===== src/hdl/tsfr_pkg.sv =====
// ============================================================================
// tsfr_pkg: shared types and constants of the typed structure frame receiver
// Holds the field widths, status and register codes, the controller state
// type, the command and status groups between controller and datapath, and
// the size-code helper functions.
// ============================================================================
package tsfr_pkg;

    // Field widths of the channels and registers
    localparam int unsigned BYTE_W     = 8;
    localparam int unsigned STATUS_W   = 3;
    localparam int unsigned FBYTES_W   = 9;
    localparam int unsigned UPD_W      = 6;
    localparam int unsigned COUNT_W    = 16;
    localparam int unsigned VCOUNT_W   = 6;
    localparam int unsigned CODES_W    = 64;
    localparam int unsigned VAR_W      = 64;
    localparam int unsigned CODE_IDX_W = 5;
    localparam int unsigned APB_DATA_W = 64;
    localparam int unsigned APB_ADDR_W = 6;

    // Frame layout: three ID bytes, two index bytes, variables, one checksum
    localparam int unsigned HDR_BYTES      = 5;
    localparam int unsigned OVERHEAD_BYTES = 6;
    localparam logic [COUNT_W-1:0] COUNT_MAX = 16'hFFFF;
    localparam logic [BYTE_W-1:0]  BYTE_MASK = 8'hFF;

    // Result status codes
    typedef enum logic [STATUS_W-1:0] {
        ST_OK        = 3'd0,
        ST_HDR_SHORT = 3'd1,
        ST_ID_BAD    = 3'd2,
        ST_IDX_BAD   = 3'd3,
        ST_SHORT     = 3'd4,
        ST_CKS_BAD   = 3'd5
    } status_code_t;

    // Configuration register indexes (byte address is eight times the index)
    typedef enum logic [2:0] {
        REG_DEVICE_ID   = 3'd0,
        REG_TYPE_ID     = 3'd1,
        REG_INSTANCE_ID = 3'd2,
        REG_VAR_COUNT   = 3'd3,
        REG_SIZE_CODES  = 3'd4
    } reg_idx_t;

    // Controller states
    typedef enum logic [2:0] {
        S_RECV,
        S_CHECK,
        S_SIZE,
        S_LENCHK,
        S_SUM,
        S_VERIFY,
        S_LOAD,
        S_RESULT
    } fsm_state_t;

    // Configuration as seen by the datapath
    typedef struct packed {
        logic [BYTE_W-1:0]   device_id;
        logic [BYTE_W-1:0]   type_id;
        logic [BYTE_W-1:0]   instance_id;
        logic [VCOUNT_W-1:0] var_count;
        logic [CODES_W-1:0]  size_codes;
    } cfg_t;

    // Commands from the controller to the datapath
    typedef struct packed {
        logic         rx_en;
        logic         check_start;
        logic         size_step;
        logic         sum_start;
        logic         acc_sum;
        logic         load_start;
        logic         acc_load;
        logic         set_code;
        status_code_t code;
        logic         res_load;
    } dp_cmd_t;

    // Status from the datapath to the controller
    typedef struct packed {
        logic last_acc;
        logic hdr_short;
        logic id_bad;
        logic idx_bad;
        logic size_done;
        logic len_short;
        logic rd_done;
        logic cks_ok;
        logic out_free;
    } dp_stat_t;

    // Size code of variable idx
    function automatic logic [1:0] code_of(input logic [CODES_W-1:0] codes,
                                           input logic [CODE_IDX_W-1:0] idx);
        code_of = codes[{idx, 1'b0} +: 2];
    endfunction

    // Byte count of a size code
    function automatic logic [3:0] size_bytes(input logic [1:0] code);
        case (code)
            2'd0:    size_bytes = 4'd1;
            2'd1:    size_bytes = 4'd2;
            2'd2:    size_bytes = 4'd4;
            default: size_bytes = 4'd8;
        endcase
    endfunction

    // Index of the last byte lane of a size code
    function automatic logic [2:0] last_lane(input logic [1:0] code);
        case (code)
            2'd0:    last_lane = 3'd0;
            2'd1:    last_lane = 3'd1;
            2'd2:    last_lane = 3'd3;
            default: last_lane = 3'd7;
        endcase
    endfunction

endpackage


===== src/hdl/tsfr_if.sv =====
// ============================================================================
// tsfr_if: streaming channel interfaces of the frame receiver
// A byte channel carrying frame bytes and a result channel carrying one
// status item per frame, both with a valid/ready handshake.
// ============================================================================
interface tsfr_byte_if;
    import tsfr_pkg::*;

    logic              valid;
    logic              ready;
    logic [BYTE_W-1:0] rx_byte;
    logic              frame_end;

    modport source (output valid, output rx_byte, output frame_end, input ready);
    modport sink   (input valid, input rx_byte, input frame_end, output ready);
endinterface

interface tsfr_result_if;
    import tsfr_pkg::*;

    logic                valid;
    logic                ready;
    logic [STATUS_W-1:0] status;
    logic [FBYTES_W-1:0] frame_bytes;
    logic [UPD_W-1:0]    updated_index;

    modport source (output valid, output status, output frame_bytes,
                    output updated_index, input ready);
    modport sink   (input valid, input status, input frame_bytes,
                    input updated_index, output ready);
endinterface


===== src/hdl/tsfr_regs.sv =====
// ============================================================================
// tsfr_regs: configuration register file
// APB-style write and read access to the ID bytes, the variable count and
// the packed variable size codes. Registers sit on 8-byte boundaries.
// ============================================================================
module tsfr_regs
(
    input  logic                              clk,
    input  logic                              rst_n,
    input  logic                              psel,
    input  logic                              penable,
    input  logic                              pwrite,
    input  logic [tsfr_pkg::APB_ADDR_W-1:0]   paddr,
    input  logic [tsfr_pkg::APB_DATA_W-1:0]   pwdata,
    output logic [tsfr_pkg::APB_DATA_W-1:0]   prdata,
    output tsfr_pkg::cfg_t                    cfg
);
    import tsfr_pkg::*;

    cfg_t     cfg_reg;
    reg_idx_t reg_idx;
    logic     wr_en;

    assign reg_idx = reg_idx_t'(paddr[APB_ADDR_W-1:3]);
    assign wr_en   = psel && penable && pwrite;

    // Register writes complete in the access phase of a transfer
    always_ff @(posedge clk or negedge rst_n)
    begin
        if (!rst_n)
        begin
            cfg_reg <= '0;
        end
        else if (wr_en)
        begin
            unique case (reg_idx)
                REG_DEVICE_ID:   cfg_reg.device_id   <= pwdata[BYTE_W-1:0];
                REG_TYPE_ID:     cfg_reg.type_id     <= pwdata[BYTE_W-1:0];
                REG_INSTANCE_ID: cfg_reg.instance_id <= pwdata[BYTE_W-1:0];
                REG_VAR_COUNT:   cfg_reg.var_count   <= pwdata[VCOUNT_W-1:0];
                REG_SIZE_CODES:  cfg_reg.size_codes  <= pwdata[CODES_W-1:0];
                default:         ;
            endcase
        end
    end

    // Read data, zero-extended to the bus width
    always_comb
    begin
        unique case (reg_idx)
            REG_DEVICE_ID:   prdata = APB_DATA_W'(cfg_reg.device_id);
            REG_TYPE_ID:     prdata = APB_DATA_W'(cfg_reg.type_id);
            REG_INSTANCE_ID: prdata = APB_DATA_W'(cfg_reg.instance_id);
            REG_VAR_COUNT:   prdata = APB_DATA_W'(cfg_reg.var_count);
            REG_SIZE_CODES:  prdata = APB_DATA_W'(cfg_reg.size_codes);
            default:         prdata = '0;
        endcase
    end

    assign cfg = cfg_reg;

endmodule


===== src/hdl/tsfr_ctrl.sv =====
// ============================================================================
// tsfr_ctrl: frame receiver controller
// Sequences reception, the header checks, the size walk, the length check,
// the checksum pass, the variable load pass and the result hand-off.
// ============================================================================
module tsfr_ctrl
(
    input  logic               clk,
    input  logic               rst_n,
    input  tsfr_pkg::dp_stat_t stat,
    output tsfr_pkg::dp_cmd_t  cmd
);
    import tsfr_pkg::*;

    fsm_state_t state_reg;
    fsm_state_t state_next;

    // State register
    always_ff @(posedge clk or negedge rst_n)
    begin
        if (!rst_n)
        begin
            state_reg <= S_RECV;
        end
        else
        begin
            state_reg <= state_next;
        end
    end

    // Next state and commands
    always_comb
    begin
        state_next = state_reg;
        cmd        = '0;
        cmd.code   = ST_OK;

        unique case (state_reg)
            S_RECV:
            begin
                cmd.rx_en = 1'b1;
                if (stat.last_acc)
                begin
                    state_next = S_CHECK;
                end
            end

            S_CHECK:
            begin
                cmd.check_start = 1'b1;
                if (stat.hdr_short)
                begin
                    cmd.set_code = 1'b1;
                    cmd.code     = ST_HDR_SHORT;
                    state_next   = S_RESULT;
                end
                else if (stat.id_bad)
                begin
                    cmd.set_code = 1'b1;
                    cmd.code     = ST_ID_BAD;
                    state_next   = S_RESULT;
                end
                else if (stat.idx_bad)
                begin
                    cmd.set_code = 1'b1;
                    cmd.code     = ST_IDX_BAD;
                    state_next   = S_RESULT;
                end
                else
                begin
                    state_next = S_SIZE;
                end
            end

            S_SIZE:
            begin
                if (stat.size_done)
                begin
                    state_next = S_LENCHK;
                end
                else
                begin
                    cmd.size_step = 1'b1;
                end
            end

            S_LENCHK:
            begin
                if (stat.len_short)
                begin
                    cmd.set_code = 1'b1;
                    cmd.code     = ST_SHORT;
                    state_next   = S_RESULT;
                end
                else
                begin
                    cmd.sum_start = 1'b1;
                    state_next    = S_SUM;
                end
            end

            S_SUM:
            begin
                cmd.acc_sum = 1'b1;
                if (stat.rd_done)
                begin
                    state_next = S_VERIFY;
                end
            end

            S_VERIFY:
            begin
                cmd.set_code = 1'b1;
                if (stat.cks_ok)
                begin
                    cmd.code       = ST_OK;
                    cmd.load_start = 1'b1;
                    state_next     = S_LOAD;
                end
                else
                begin
                    cmd.code   = ST_CKS_BAD;
                    state_next = S_RESULT;
                end
            end

            S_LOAD:
            begin
                cmd.acc_load = 1'b1;
                if (stat.rd_done)
                begin
                    state_next = S_RESULT;
                end
            end

            S_RESULT:
            begin
                if (stat.out_free)
                begin
                    cmd.res_load = 1'b1;
                    state_next   = S_RECV;
                end
            end

            default:
            begin
                state_next = S_RECV;
            end
        endcase
    end

endmodule


===== src/hdl/tsfr_dp.sv =====
// ============================================================================
// tsfr_dp: frame receiver datapath
// Frame buffer memory, byte counter, header capture, total length walk,
// a sequential memory reader shared by the checksum and load passes, the
// variable store and the result output register.
// ============================================================================
module tsfr_dp
#(
    parameter int unsigned MAX_VARS    = 32,
    parameter int unsigned FRAME_DEPTH = 512
)
(
    input  logic                 clk,
    input  logic                 rst_n,
    input  tsfr_pkg::cfg_t       cfg,
    input  tsfr_pkg::dp_cmd_t    cmd,
    output tsfr_pkg::dp_stat_t   stat,
    tsfr_byte_if.sink            rx_chan,
    tsfr_result_if.source        status_chan
);
    import tsfr_pkg::*;

    localparam int unsigned FA_W = $clog2(FRAME_DEPTH);
    localparam int unsigned VC_W = $clog2(MAX_VARS + 1);
    localparam int unsigned VI_W = (MAX_VARS > 1) ? $clog2(MAX_VARS) : 1;

    // Frame buffer and variable store
    logic [BYTE_W-1:0] frame_mem [FRAME_DEPTH];
    logic [VAR_W-1:0]  var_store_reg [MAX_VARS];

    // Reception
    logic [COUNT_W-1:0] count_reg;
    logic [BYTE_W-1:0]  hdr_reg [HDR_BYTES];
    logic               rx_acc;

    // Length walk
    logic [FBYTES_W-1:0] total_reg;
    logic [VC_W-1:0]     vi_reg;

    // Memory reader
    logic [FBYTES_W-1:0] ptr_reg;
    logic [FBYTES_W-1:0] end_reg;
    logic [FBYTES_W-1:0] ret_idx_reg;
    logic                ret_valid_reg;
    logic [BYTE_W-1:0]   rd_data_reg;
    logic                issuing;

    // Checksum and load accumulation
    logic [BYTE_W-1:0] sum_reg;
    logic              cks_ok_reg;
    logic [2:0]        lane_reg;
    logic [VAR_W-1:0]  value_reg;
    logic [VAR_W-1:0]  value_next;
    logic [1:0]        cur_code;

    // Result
    status_code_t        code_reg;
    logic                out_valid_reg;
    logic [STATUS_W-1:0] status_reg;
    logic [FBYTES_W-1:0] frame_bytes_reg;
    logic [UPD_W-1:0]    upd_reg;

    // Decoded header fields
    logic [COUNT_W-1:0]  idx;
    logic [VCOUNT_W-1:0] n_eff;
    logic                idx_zero;

    assign rx_acc   = cmd.rx_en && rx_chan.valid;
    assign idx      = {hdr_reg[4], hdr_reg[3]};
    assign idx_zero = (idx == '0);
    assign n_eff    = (cfg.var_count > VCOUNT_W'(MAX_VARS)) ? VCOUNT_W'(MAX_VARS)
                                                            : cfg.var_count;
    assign issuing  = (ptr_reg < end_reg);
    assign cur_code = code_of(cfg.size_codes, CODE_IDX_W'(vi_reg));

    // Status towards the controller
    always_comb
    begin
        stat.last_acc  = rx_acc && rx_chan.frame_end;
        stat.hdr_short = (count_reg < COUNT_W'(HDR_BYTES));
        stat.id_bad    = (hdr_reg[0] != cfg.device_id) ||
                         (hdr_reg[1] != cfg.type_id) ||
                         (hdr_reg[2] != cfg.instance_id);
        stat.idx_bad   = !idx_zero && ((idx - COUNT_W'(1)) >= COUNT_W'(n_eff));
        stat.size_done = !idx_zero || (VCOUNT_W'(vi_reg) == n_eff);
        stat.len_short = (count_reg < COUNT_W'(total_reg));
        stat.rd_done   = !issuing && !ret_valid_reg;
        stat.cks_ok    = cks_ok_reg;
        stat.out_free  = !out_valid_reg || status_chan.ready;
    end

    // Current variable with the returned byte placed in its lane
    always_comb
    begin
        value_next = value_reg;
        value_next[{lane_reg, 3'b000} +: BYTE_W] = rd_data_reg;
    end

    // Frame buffer: write during reception, registered read for the passes
    always_ff @(posedge clk)
    begin
        if (rx_acc && (count_reg < COUNT_W'(FRAME_DEPTH)))
        begin
            frame_mem[count_reg[FA_W-1:0]] <= rx_chan.rx_byte;
        end
        rd_data_reg <= frame_mem[FA_W'(ptr_reg)];
    end

    // Control registers: byte counter, reader pointers, output valid
    always_ff @(posedge clk or negedge rst_n)
    begin
        if (!rst_n)
        begin
            count_reg     <= '0;
            ptr_reg       <= '0;
            end_reg       <= '0;
            ret_valid_reg <= 1'b0;
            out_valid_reg <= 1'b0;
        end
        else
        begin
            // Byte counter saturates and clears once the result is issued
            if (cmd.res_load)
            begin
                count_reg <= '0;
            end
            else if (rx_acc && (count_reg != COUNT_MAX))
            begin
                count_reg <= count_reg + COUNT_W'(1);
            end

            // Reader range: whole frame for the checksum, variable bytes for load
            if (cmd.sum_start)
            begin
                ptr_reg <= '0;
                end_reg <= total_reg;
            end
            else if (cmd.load_start)
            begin
                ptr_reg <= FBYTES_W'(HDR_BYTES);
                end_reg <= total_reg - FBYTES_W'(1);
            end
            else if (issuing)
            begin
                ptr_reg <= ptr_reg + FBYTES_W'(1);
            end
            ret_valid_reg <= issuing;

            // Output register holds until the result transfer completes
            if (cmd.res_load)
            begin
                out_valid_reg <= 1'b1;
            end
            else if (status_chan.ready)
            begin
                out_valid_reg <= 1'b0;
            end
        end
    end

    // Variable store, cleared at reset, written one variable per completion
    always_ff @(posedge clk or negedge rst_n)
    begin
        if (!rst_n)
        begin
            for (int i = 0; i < MAX_VARS; i++)
            begin
                var_store_reg[i] <= '0;
            end
        end
        else if (cmd.acc_load && ret_valid_reg && (lane_reg == last_lane(cur_code)))
        begin
            var_store_reg[vi_reg[VI_W-1:0]] <= value_next;
        end
    end

    // Datapath registers without reset
    always_ff @(posedge clk)
    begin
        // Header capture while the first bytes arrive
        if (rx_acc && (count_reg < COUNT_W'(HDR_BYTES)))
        begin
            hdr_reg[count_reg[2:0]] <= rx_chan.rx_byte;
        end

        // Total length: overhead plus the selected variable sizes
        if (cmd.check_start)
        begin
            total_reg <= FBYTES_W'(OVERHEAD_BYTES) + (idx_zero ? FBYTES_W'(0) :
                         FBYTES_W'(size_bytes(code_of(cfg.size_codes,
                                                      CODE_IDX_W'(idx - COUNT_W'(1))))));
            vi_reg    <= '0;
        end
        else if (cmd.size_step)
        begin
            total_reg <= total_reg + FBYTES_W'(size_bytes(cur_code));
            vi_reg    <= vi_reg + VC_W'(1);
        end
        else if (cmd.load_start)
        begin
            vi_reg <= idx_zero ? VC_W'(0) : VC_W'(idx - COUNT_W'(1));
        end
        else if (cmd.acc_load && ret_valid_reg && (lane_reg == last_lane(cur_code)))
        begin
            vi_reg <= vi_reg + VC_W'(1);
        end

        // Checksum pass: add all bytes but the last, compare the last
        if (cmd.sum_start)
        begin
            sum_reg    <= '0;
            cks_ok_reg <= 1'b0;
        end
        else if (cmd.acc_sum && ret_valid_reg)
        begin
            if (ret_idx_reg == end_reg - FBYTES_W'(1))
            begin
                cks_ok_reg <= (sum_reg == rd_data_reg);
            end
            else
            begin
                sum_reg <= (sum_reg + rd_data_reg) & BYTE_MASK;
            end
        end
        ret_idx_reg <= ptr_reg;

        // Load pass: gather little-endian bytes of each variable
        if (cmd.load_start)
        begin
            lane_reg  <= '0;
            value_reg <= '0;
        end
        else if (cmd.acc_load && ret_valid_reg)
        begin
            if (lane_reg == last_lane(cur_code))
            begin
                lane_reg  <= '0;
                value_reg <= '0;
            end
            else
            begin
                lane_reg  <= lane_reg + 3'd1;
                value_reg <= value_next;
            end
        end

        // Result code and output payload
        if (cmd.set_code)
        begin
            code_reg <= cmd.code;
        end
        if (cmd.res_load)
        begin
            status_reg      <= code_reg;
            frame_bytes_reg <= (code_reg == ST_OK) ? total_reg : '0;
            upd_reg         <= (code_reg == ST_OK) ? UPD_W'(idx) : '0;
        end
    end

    // Channel outputs
    assign rx_chan.ready             = cmd.rx_en;
    assign status_chan.valid         = out_valid_reg;
    assign status_chan.status        = status_reg;
    assign status_chan.frame_bytes   = frame_bytes_reg;
    assign status_chan.updated_index = upd_reg;

endmodule


===== src/hdl/typed_struct_frame_receiver_core.sv =====
// ============================================================================
// typed_struct_frame_receiver_core: typed structure frame receiver
// Buffers a received frame, checks its ID, index, length and checksum, and
// on success writes the selected variables into the variable store.
// ============================================================================
// Usage:
// Frame bytes arrive on rx_chan, one transfer per byte, with frame_end set
// on the last byte. While a frame is being received a byte is taken every
// cycle. After the last byte the block stops taking bytes and works through
// the buffered frame: a header check, a walk over the variables to add up
// the frame length when all variables are selected, a length check, a
// checksum pass reading the frame buffer one byte per cycle, and a load
// pass reading the variable bytes one per cycle through the same read port.
// A failed frame stops at the check that fails and so finishes sooner.
// One status transfer per frame then leaves on status_chan. The result
// waits in an output register, so reception of the next frame resumes while
// it waits; a second result waits for the first to be taken.
// Reset clears the configuration, the byte counter and the variable store;
// the frame buffer needs no clearing. The user writes the configuration through
// the APB port only while no frame is in progress; the block does not enforce it.
// ============================================================================
module typed_struct_frame_receiver_core
#(
    parameter int unsigned MAX_VARS    = 32,
    parameter int unsigned FRAME_DEPTH = 512
)
(
    input  logic                            clk,
    input  logic                            rst_n,
    input  logic                            psel,
    input  logic                            penable,
    input  logic                            pwrite,
    input  logic [tsfr_pkg::APB_ADDR_W-1:0] paddr,
    input  logic [tsfr_pkg::APB_DATA_W-1:0] pwdata,
    output logic [tsfr_pkg::APB_DATA_W-1:0] prdata,
    output logic                            pready,
    tsfr_byte_if.sink                       rx_chan,
    tsfr_result_if.source                   status_chan
);
    import tsfr_pkg::*;

    cfg_t     cfg;
    dp_cmd_t  cmd;
    dp_stat_t stat;

    // Every transfer completes without wait states
    assign pready = 1'b1;

    // Configuration registers
    tsfr_regs u_regs
    (
        .clk     (clk),
        .rst_n   (rst_n),
        .psel    (psel),
        .penable (penable),
        .pwrite  (pwrite),
        .paddr   (paddr),
        .pwdata  (pwdata),
        .prdata  (prdata),
        .cfg     (cfg)
    );

    // Controller
    tsfr_ctrl u_ctrl
    (
        .clk   (clk),
        .rst_n (rst_n),
        .stat  (stat),
        .cmd   (cmd)
    );

    // Datapath
    tsfr_dp
    #(
        .MAX_VARS    (MAX_VARS),
        .FRAME_DEPTH (FRAME_DEPTH)
    )
    u_dp
    (
        .clk         (clk),
        .rst_n       (rst_n),
        .cfg         (cfg),
        .cmd         (cmd),
        .stat        (stat),
        .rx_chan     (rx_chan),
        .status_chan (status_chan)
    );

endmodule

===== src/flat_wrapper.sv =====
// flat-port wrapper written by rule: the top's interface ports become plain ports
module typed_struct_frame_receiver_core_flat import tsfr_pkg::*;
#(
    parameter int unsigned MAX_VARS    = 32,
    parameter int unsigned FRAME_DEPTH = 512
)
  (clk, rst_n, psel, penable, pwrite, paddr, pwdata, prdata, pready, rx_chan_valid, rx_chan_rx_byte, rx_chan_frame_end, rx_chan_ready, status_chan_valid, status_chan_status, status_chan_frame_bytes, status_chan_updated_index, status_chan_ready);
  tsfr_byte_if rx_chan_i ();
  tsfr_result_if status_chan_i ();
  input  logic clk;
  input  logic rst_n;
  input  logic psel;
  input  logic penable;
  input  logic pwrite;
  input  logic [tsfr_pkg::APB_ADDR_W-1:0] paddr;
  input  logic [tsfr_pkg::APB_DATA_W-1:0] pwdata;
  output logic [tsfr_pkg::APB_DATA_W-1:0] prdata;
  output logic pready;
  input wire logic [$bits(rx_chan_i.valid)-1:0] rx_chan_valid;
  input wire logic [$bits(rx_chan_i.rx_byte)-1:0] rx_chan_rx_byte;
  input wire logic [$bits(rx_chan_i.frame_end)-1:0] rx_chan_frame_end;
  output wire logic [$bits(rx_chan_i.ready)-1:0] rx_chan_ready;
  output wire logic [$bits(status_chan_i.valid)-1:0] status_chan_valid;
  output wire logic [$bits(status_chan_i.status)-1:0] status_chan_status;
  output wire logic [$bits(status_chan_i.frame_bytes)-1:0] status_chan_frame_bytes;
  output wire logic [$bits(status_chan_i.updated_index)-1:0] status_chan_updated_index;
  input wire logic [$bits(status_chan_i.ready)-1:0] status_chan_ready;
  assign rx_chan_i.valid = rx_chan_valid;
  assign rx_chan_i.rx_byte = rx_chan_rx_byte;
  assign rx_chan_i.frame_end = rx_chan_frame_end;
  assign rx_chan_ready = rx_chan_i.ready;
  assign status_chan_valid = status_chan_i.valid;
  assign status_chan_status = status_chan_i.status;
  assign status_chan_frame_bytes = status_chan_i.frame_bytes;
  assign status_chan_updated_index = status_chan_i.updated_index;
  assign status_chan_i.ready = status_chan_ready;
  typed_struct_frame_receiver_core #(.MAX_VARS(MAX_VARS), .FRAME_DEPTH(FRAME_DEPTH)) u_core (.clk(clk), .rst_n(rst_n), .psel(psel), .penable(penable), .pwrite(pwrite), .paddr(paddr), .pwdata(pwdata), .prdata(prdata), .pready(pready), .rx_chan(rx_chan_i), .status_chan(status_chan_i));
endmodule

===== config.mk =====
export PLATFORM = sky130hd
export DESIGN_NAME = typed_struct_frame_receiver_core_flat
export DESIGN_NICKNAME = d
export VERILOG_FILES = /design/src/hdl/tsfr_pkg.sv /design/src/hdl/tsfr_if.sv /design/src/hdl/tsfr_regs.sv /design/src/hdl/tsfr_ctrl.sv /design/src/hdl/tsfr_dp.sv /design/src/hdl/typed_struct_frame_receiver_core.sv /design/src/flat_wrapper.sv
export SDC_FILE = /design/constraint.sdc
export NUM_CORES = 2
export LEC_CHECK = 0
export BUFFER_PORTS_ARGS = -buffer_cell sky130_fd_sc_hd__buf_4
export CORE_MARGIN = 1.5
export CORE_UTILIZATION = 55
export DETAILED_ROUTE_END_ITERATION = 6
export PLACE_DENSITY = 0.71
export SYNTH_ARGS = -nofsm -noshare
export SYNTH_HDL_FRONTEND = slang
export SYNTH_MEMORY_MAX_BITS = 65536
export SYNTH_SLANG_ARGS = --single-unit

===== constraint.sdc =====
create_clock -name clk -period 4.3 [get_ports clk]
set_input_delay 0.86 -clock clk [delete_from_list [all_inputs] [get_ports clk]]
set_output_delay 0.86 -clock clk [all_outputs]
set_load 0.01 [all_outputs]

==> flow_summary.html <==
<table>
<tr><th>Metric</th><th>Value</th></tr>
<tr><th colspan="2">Status</th></tr>
<tr><td>Run status</td><td>finished with violations</td></tr>
<tr><td>Violations in the final reports</td><td>DRC</td></tr>
<tr><th colspan="2">STA</th></tr>
<tr><td>Fmax</td><td>246 MHz</td></tr>
<tr><td>Setup TNS</td><td>0 ns</td></tr>
<tr><td>Worst hold-check slack</td><td>0.135 ns</td></tr>
<tr><td>Worst rel slew slack</td><td>24.2%</td></tr>
<tr><td>Measured slew at the worst slew-check pin</td><td>1.13 ns</td></tr>
<tr><td>Tmin final</td><td>4.06 ns</td></tr>
<tr><td>RSZ-0062 raised after global routing</td><td>no</td></tr>
<tr><td>Final setup viols</td><td>0</td></tr>
<tr><td>Final clock skew</td><td>0.0763 ns</td></tr>
<tr><td>Period utilization</td><td>94.5%</td></tr>
<tr><td>Total count of max-transition violations in the final report</td><td>0</td></tr>
<tr><td>Hold Fails Final Rpt</td><td>0</td></tr>
<tr><th colspan="2">Setup path</th></tr>
<tr><td>Maximum fanout encountered on the critical timing path</td><td>13</td></tr>
<tr><td>Data arrival time of the worst path</td><td>4.74 ns</td></tr>
<tr><td>Crit path capture type</td><td>register</td></tr>
<tr><td>Worst Setup Start Kind</td><td>register</td></tr>
<tr><td>Critical setup path kind</td><td>reg2reg</td></tr>
<tr><td>R2R Path Start</td><td>u_core.u_dp.vi_reg[2]$_SDFFE_PP0P_</td></tr>
<tr><td>Reg-to-reg setup timing slack</td><td>0.24 ns</td></tr>
<tr><td>Required arrival time at the worst endpoint</td><td>4.97 ns</td></tr>
<tr><td>Reg2reg path depth</td><td>14</td></tr>
<tr><td>Worst reg2reg path endpoint</td><td>u_core.u_dp.total_reg[8]$_SDFFCE_PP0P_</td></tr>
<tr><th colspan="2">Drt</th></tr>
<tr><td>Remaining routing DRC violations</td><td>2</td></tr>
<tr><td>Total Routed Length</td><td>459000 microns</td></tr>
<tr><td>Total number of vias</td><td>90923</td></tr>
<tr><td>Antenna Violating Nets Remaining</td><td>0</td></tr>
<tr><td>Average wire per cell in the routed design</td><td>33.4 microns</td></tr>
<tr><td>Detailed-routing iteration count for the pre-antenna-repair pass</td><td>7</td></tr>
<tr><td>Detailed router's first-iteration violation count</td><td>13345</td></tr>
<tr><td>Via density</td><td>6.62</td></tr>
<tr><th colspan="2">Yosys</th></tr>
<tr><td>Syn_area_per_cell</td><td>20.4 sq um</td></tr>
<tr><td>Most used flip-flop cell after synthesis</td><td>edfxtp_1</td></tr>
<tr><td>Net count after synthesis</td><td>8552</td></tr>
<tr><td>Count of warnings emitted by yosys</td><td>0</td></tr>
<tr><td>Fraction of the yosys area taken by sequential cells</td><td>75.2%</td></tr>
<tr><td>Proportion of synthesized flip-flops having asynchronous set or reset</td><td>3.07%</td></tr>
<tr><td>Cell count after synthesis</td><td>8418</td></tr>
<tr><td>Number of library cell types mapped by synthesis</td><td>83</td></tr>
<tr><td>Count of state elements after synthesis</td><td>4334</td></tr>
<tr><td>Number of enable flip-flop cells after synthesis</td><td>4166</td></tr>
<tr><td>Post-synth design cell area</td><td>0.172 sq mm</td></tr>
<tr><th colspan="2">Die</th></tr>
<tr><td>Die span in x</td><td>562 microns</td></tr>
<tr><td>Initial core utilization</td><td>55.2%</td></tr>
<tr><td>Floorplan row count</td><td>205</td></tr>
<tr><td>Placeable core area</td><td>0.311 sq mm</td></tr>
<tr><td>Die boundary height</td><td>562 microns</td></tr>
<tr><td>Overall die area</td><td>0.316 sq mm</td></tr>
<tr><td>IO Pins</td><td>171</td></tr>
<tr><th colspan="2">Pwr</th></tr>
<tr><td>Worst ir drop on vdd</td><td>539 uV</td></tr>
<tr><td>Leakage power</td><td>64.3 nW</td></tr>
<tr><td>P per Cell Area</td><td>619 mW/mm^2</td></tr>
<tr><th colspan="2">Finish</th></tr>
<tr><td>Growth of design area from synthesis to finish</td><td>14.6%</td></tr>
<tr><td>Fraction of final layout cells sized beyond drive strength 1</td><td>28.3%</td></tr>
<tr><td>Top library cells by usage in the layout, fill and taps aside</td><td>4166 x edfxtp_1, 1041 x mux4_2, 761 x buf_4</td></tr>
<tr><td>Area of all placed cells without fillers</td><td>0.197 sq mm</td></tr>
<tr><td>Most common cell after layout, fill and taps aside</td><td>edfxtp_1</td></tr>
<tr><td>Filler-free cell count of the finished design</td><td>13726</td></tr>
<tr><td>Nets</td><td>9351</td></tr>
<tr><td>Final core occ</td><td>63.2%</td></tr>
<tr><td>Flip-flop count of the largest register after layout</td><td>4096</td></tr>
<tr><th colspan="2">Clock tree</th></tr>
<tr><td>Sink count of the clock tree</td><td>4334</td></tr>
<tr><td>TritonCTS clock tree</td><td>done</td></tr>
<tr><td>Maximum level of the CTS H-tree</td><td>5</td></tr>
<tr><td>Number of CTS-inserted buffers</td><td>426</td></tr>
<tr><td>Insertion delay of the later-clocked pin in the worst-skew pair</td><td>0.99 ns</td></tr>
<tr><td>CTS root buf</td><td>clkbuf_16</td></tr>
<tr><td>Number of buffers between clock root and the deepest sink</td><td>4</td></tr>
<tr><td>Clock Pin Slew Worst Setup and Hold Paths</td><td>0.06 ns</td></tr>
<tr><th colspan="2">Placed design</th></tr>
<tr><td>Quantity of I/O buffers inserted on ports</td><td>166</td></tr>
<tr><td>Cell count after placement</td><td>12921</td></tr>
<tr><td>Half-perimeter wire length of the detailed placement result</td><td>288000 microns</td></tr>
<tr><td>RePlAce Congestion</td><td>0.906</td></tr>
<tr><td>Instance area after placement</td><td>0.183 sq mm</td></tr>
<tr><th colspan="2">GRT</th></tr>
<tr><td>Pin count of the biggest net entering global routing</td><td>140</td></tr>
<tr><td>Antenna violations before repair</td><td>21</td></tr>
<tr><td>Total global-route track usage</td><td>29.0%</td></tr>
<tr><td>Number of global-route vias before repair</td><td>90112</td></tr>
<tr><td>First-pass GRT wire length</td><td>655000 microns</td></tr>
<tr><td>Residual overflow from global routing</td><td>0</td></tr>
<tr><th colspan="2">Min path</th></tr>
<tr><td>Path class of the lowest-slack min-delay path</td><td>in2reg</td></tr>
<tr><td>Startpoint of the most critical hold path</td><td>pwdata[14]</td></tr>
<tr><td>Instance count along the most critical hold path</td><td>2</td></tr>
<tr><td>Worst Hold Path EP</td><td>u_core.u_regs.cfg[14]$_DFFE_PN0P_</td></tr>
<tr><th colspan="2">Job</th></tr>
<tr><td># Max-Cap Violations</td><td>0</td></tr>
</table>
logic make-up (layout without fill, tap and decap cells):
group | Yosys count | after routing | synth area share (%)
AOI/OAI and AO/OA | 660 | 660 | 2.70
adders and majority gates | 48 | 48 | 0.358
other | 1 | 18 | 0.00218
buffers and inverters | 558 | 1709 | 1.57
DFF | 4334 | 4334 | 75.2
and+or+nand+nor | 1177 | 1177 | 3.00
muxes | 1557 | 1557 | 16.8
xor gates and xnor gates | 83 | 83 | 0.423
synthesized netlist by cell type, drive strengths merged (51+ instances only):
library cell  count  area (sq um)
dfrtp           133          3330
xnor2            52           455
o221ai           85           744
a21oi           132           668
nor2            650          2440
mux4           1047         23600
a221oi           51           447
edfxtp         4166        125000
nor3             59           305
nand3            53           265
mux2i           401          4010
mux2            109          1230
o21ai            86           430
nand2           198           743
buf             227          1450
clkbuf          284          1070
and2             91           569
o22ai            79           494
repair_timing:
item | CTS | global route
gates resized for setup | 3 | 0
endpoints found under the hold margin | 27 | 0
setup endpoints to repair | 3 | 2
hold buffers | 1 | 0
setup buffers | 0 | 7
report_power, final:
part	total [mW]	switching, mW	internal, mW	leakage [nW]
logic	36.8	21.0	15.8	18.1
clock network	37.3	16.0	21.3	6.76
registers	47.7	0.865	46.8	39.4
total	122	37.9	83.9	64.3
worst max path at each step:
stage / startpoint / end / slack (ns) / depth (start not counted)
after CTS: u_core.u_dp.ptr_reg[0]$_DFFE_PN0P_ / u_core.u_dp.rd_data_reg[4]$_DFF_P_ / 0.08 / 9
after floorplan: u_core.u_dp.hdr_reg[3][0]$_DFFE_PP_ / u_core.u_dp.total_reg[3]$_DFFE_PP_ / 0.38 / 13
after detailed placement: u_core.u_dp.ptr_reg[1]$_DFFE_PN0P_ / u_core.u_dp.rd_data_reg[0]$_DFF_P_ / -0.24 / 11
after global routing: u_core.u_dp.vi_reg[2]$_SDFFE_PP0P_ / u_core.u_dp.total_reg[8]$_SDFFCE_PP0P_ / 0.05 / 14
final: u_core.u_dp.vi_reg[2]$_SDFFE_PP0P_ / u_core.u_dp.total_reg[8]$_SDFFCE_PP0P_ / 0.24 / 14
after global placement: u_core.u_dp.ptr_reg[1]$_DFFE_PN0P_ / u_core.u_dp.rd_data_reg[0]$_DFF_P_ / -0.24 / 11
layout make-up:
cell class / count / area, sq um
fillers: 20621 / 115000
inverters: 47 / 189
diodes: 17 / 42.5
clock inverters: 257 / 2810
well taps: 4140 / 5180
repair buffers: 882 / 8080
clock buffers: 523 / 11200
flip-flops and latches: 4334 / 129000
multi-input cells: 3526 / 40200
per-stage QoR:
step / setup WS (ns) / total power, mW
6_report: 0.235 / 122
5_1_grt: 0.0466 / 125
4_1_cts: 0.0764 / 122
3_5_place_dp: -0.239 / 84.7
3_3_place_gp: -0.245 / 84.3
2_1_floorplan: 0.380 / 70.2
per-layer routing:
metal,GRT usage [%],share of wire (%)
met5,0,0.063
met4,9.97,3.9
met3,6.35,11
met2,45.0,47
met1,41.1,37
worst max-delay path, stage by stage, from the launching register on:
cell and delay [ns]:
dfxtp_1 0.76, mux4_1 0.46, mux4_2 0.55, mux2_2 0.31, a21oi_2 0.14, ha_1 0.21
inv_1 0.07, fa_1 0.44, nor2b_1 0.13, o21ai_0 0.09, nand2b_1 0.13, and3_1 0.20
nand3_1 0.10, xnor2_1 0.16, nor2_1 0.06
(Power assumes the default switching activity.)
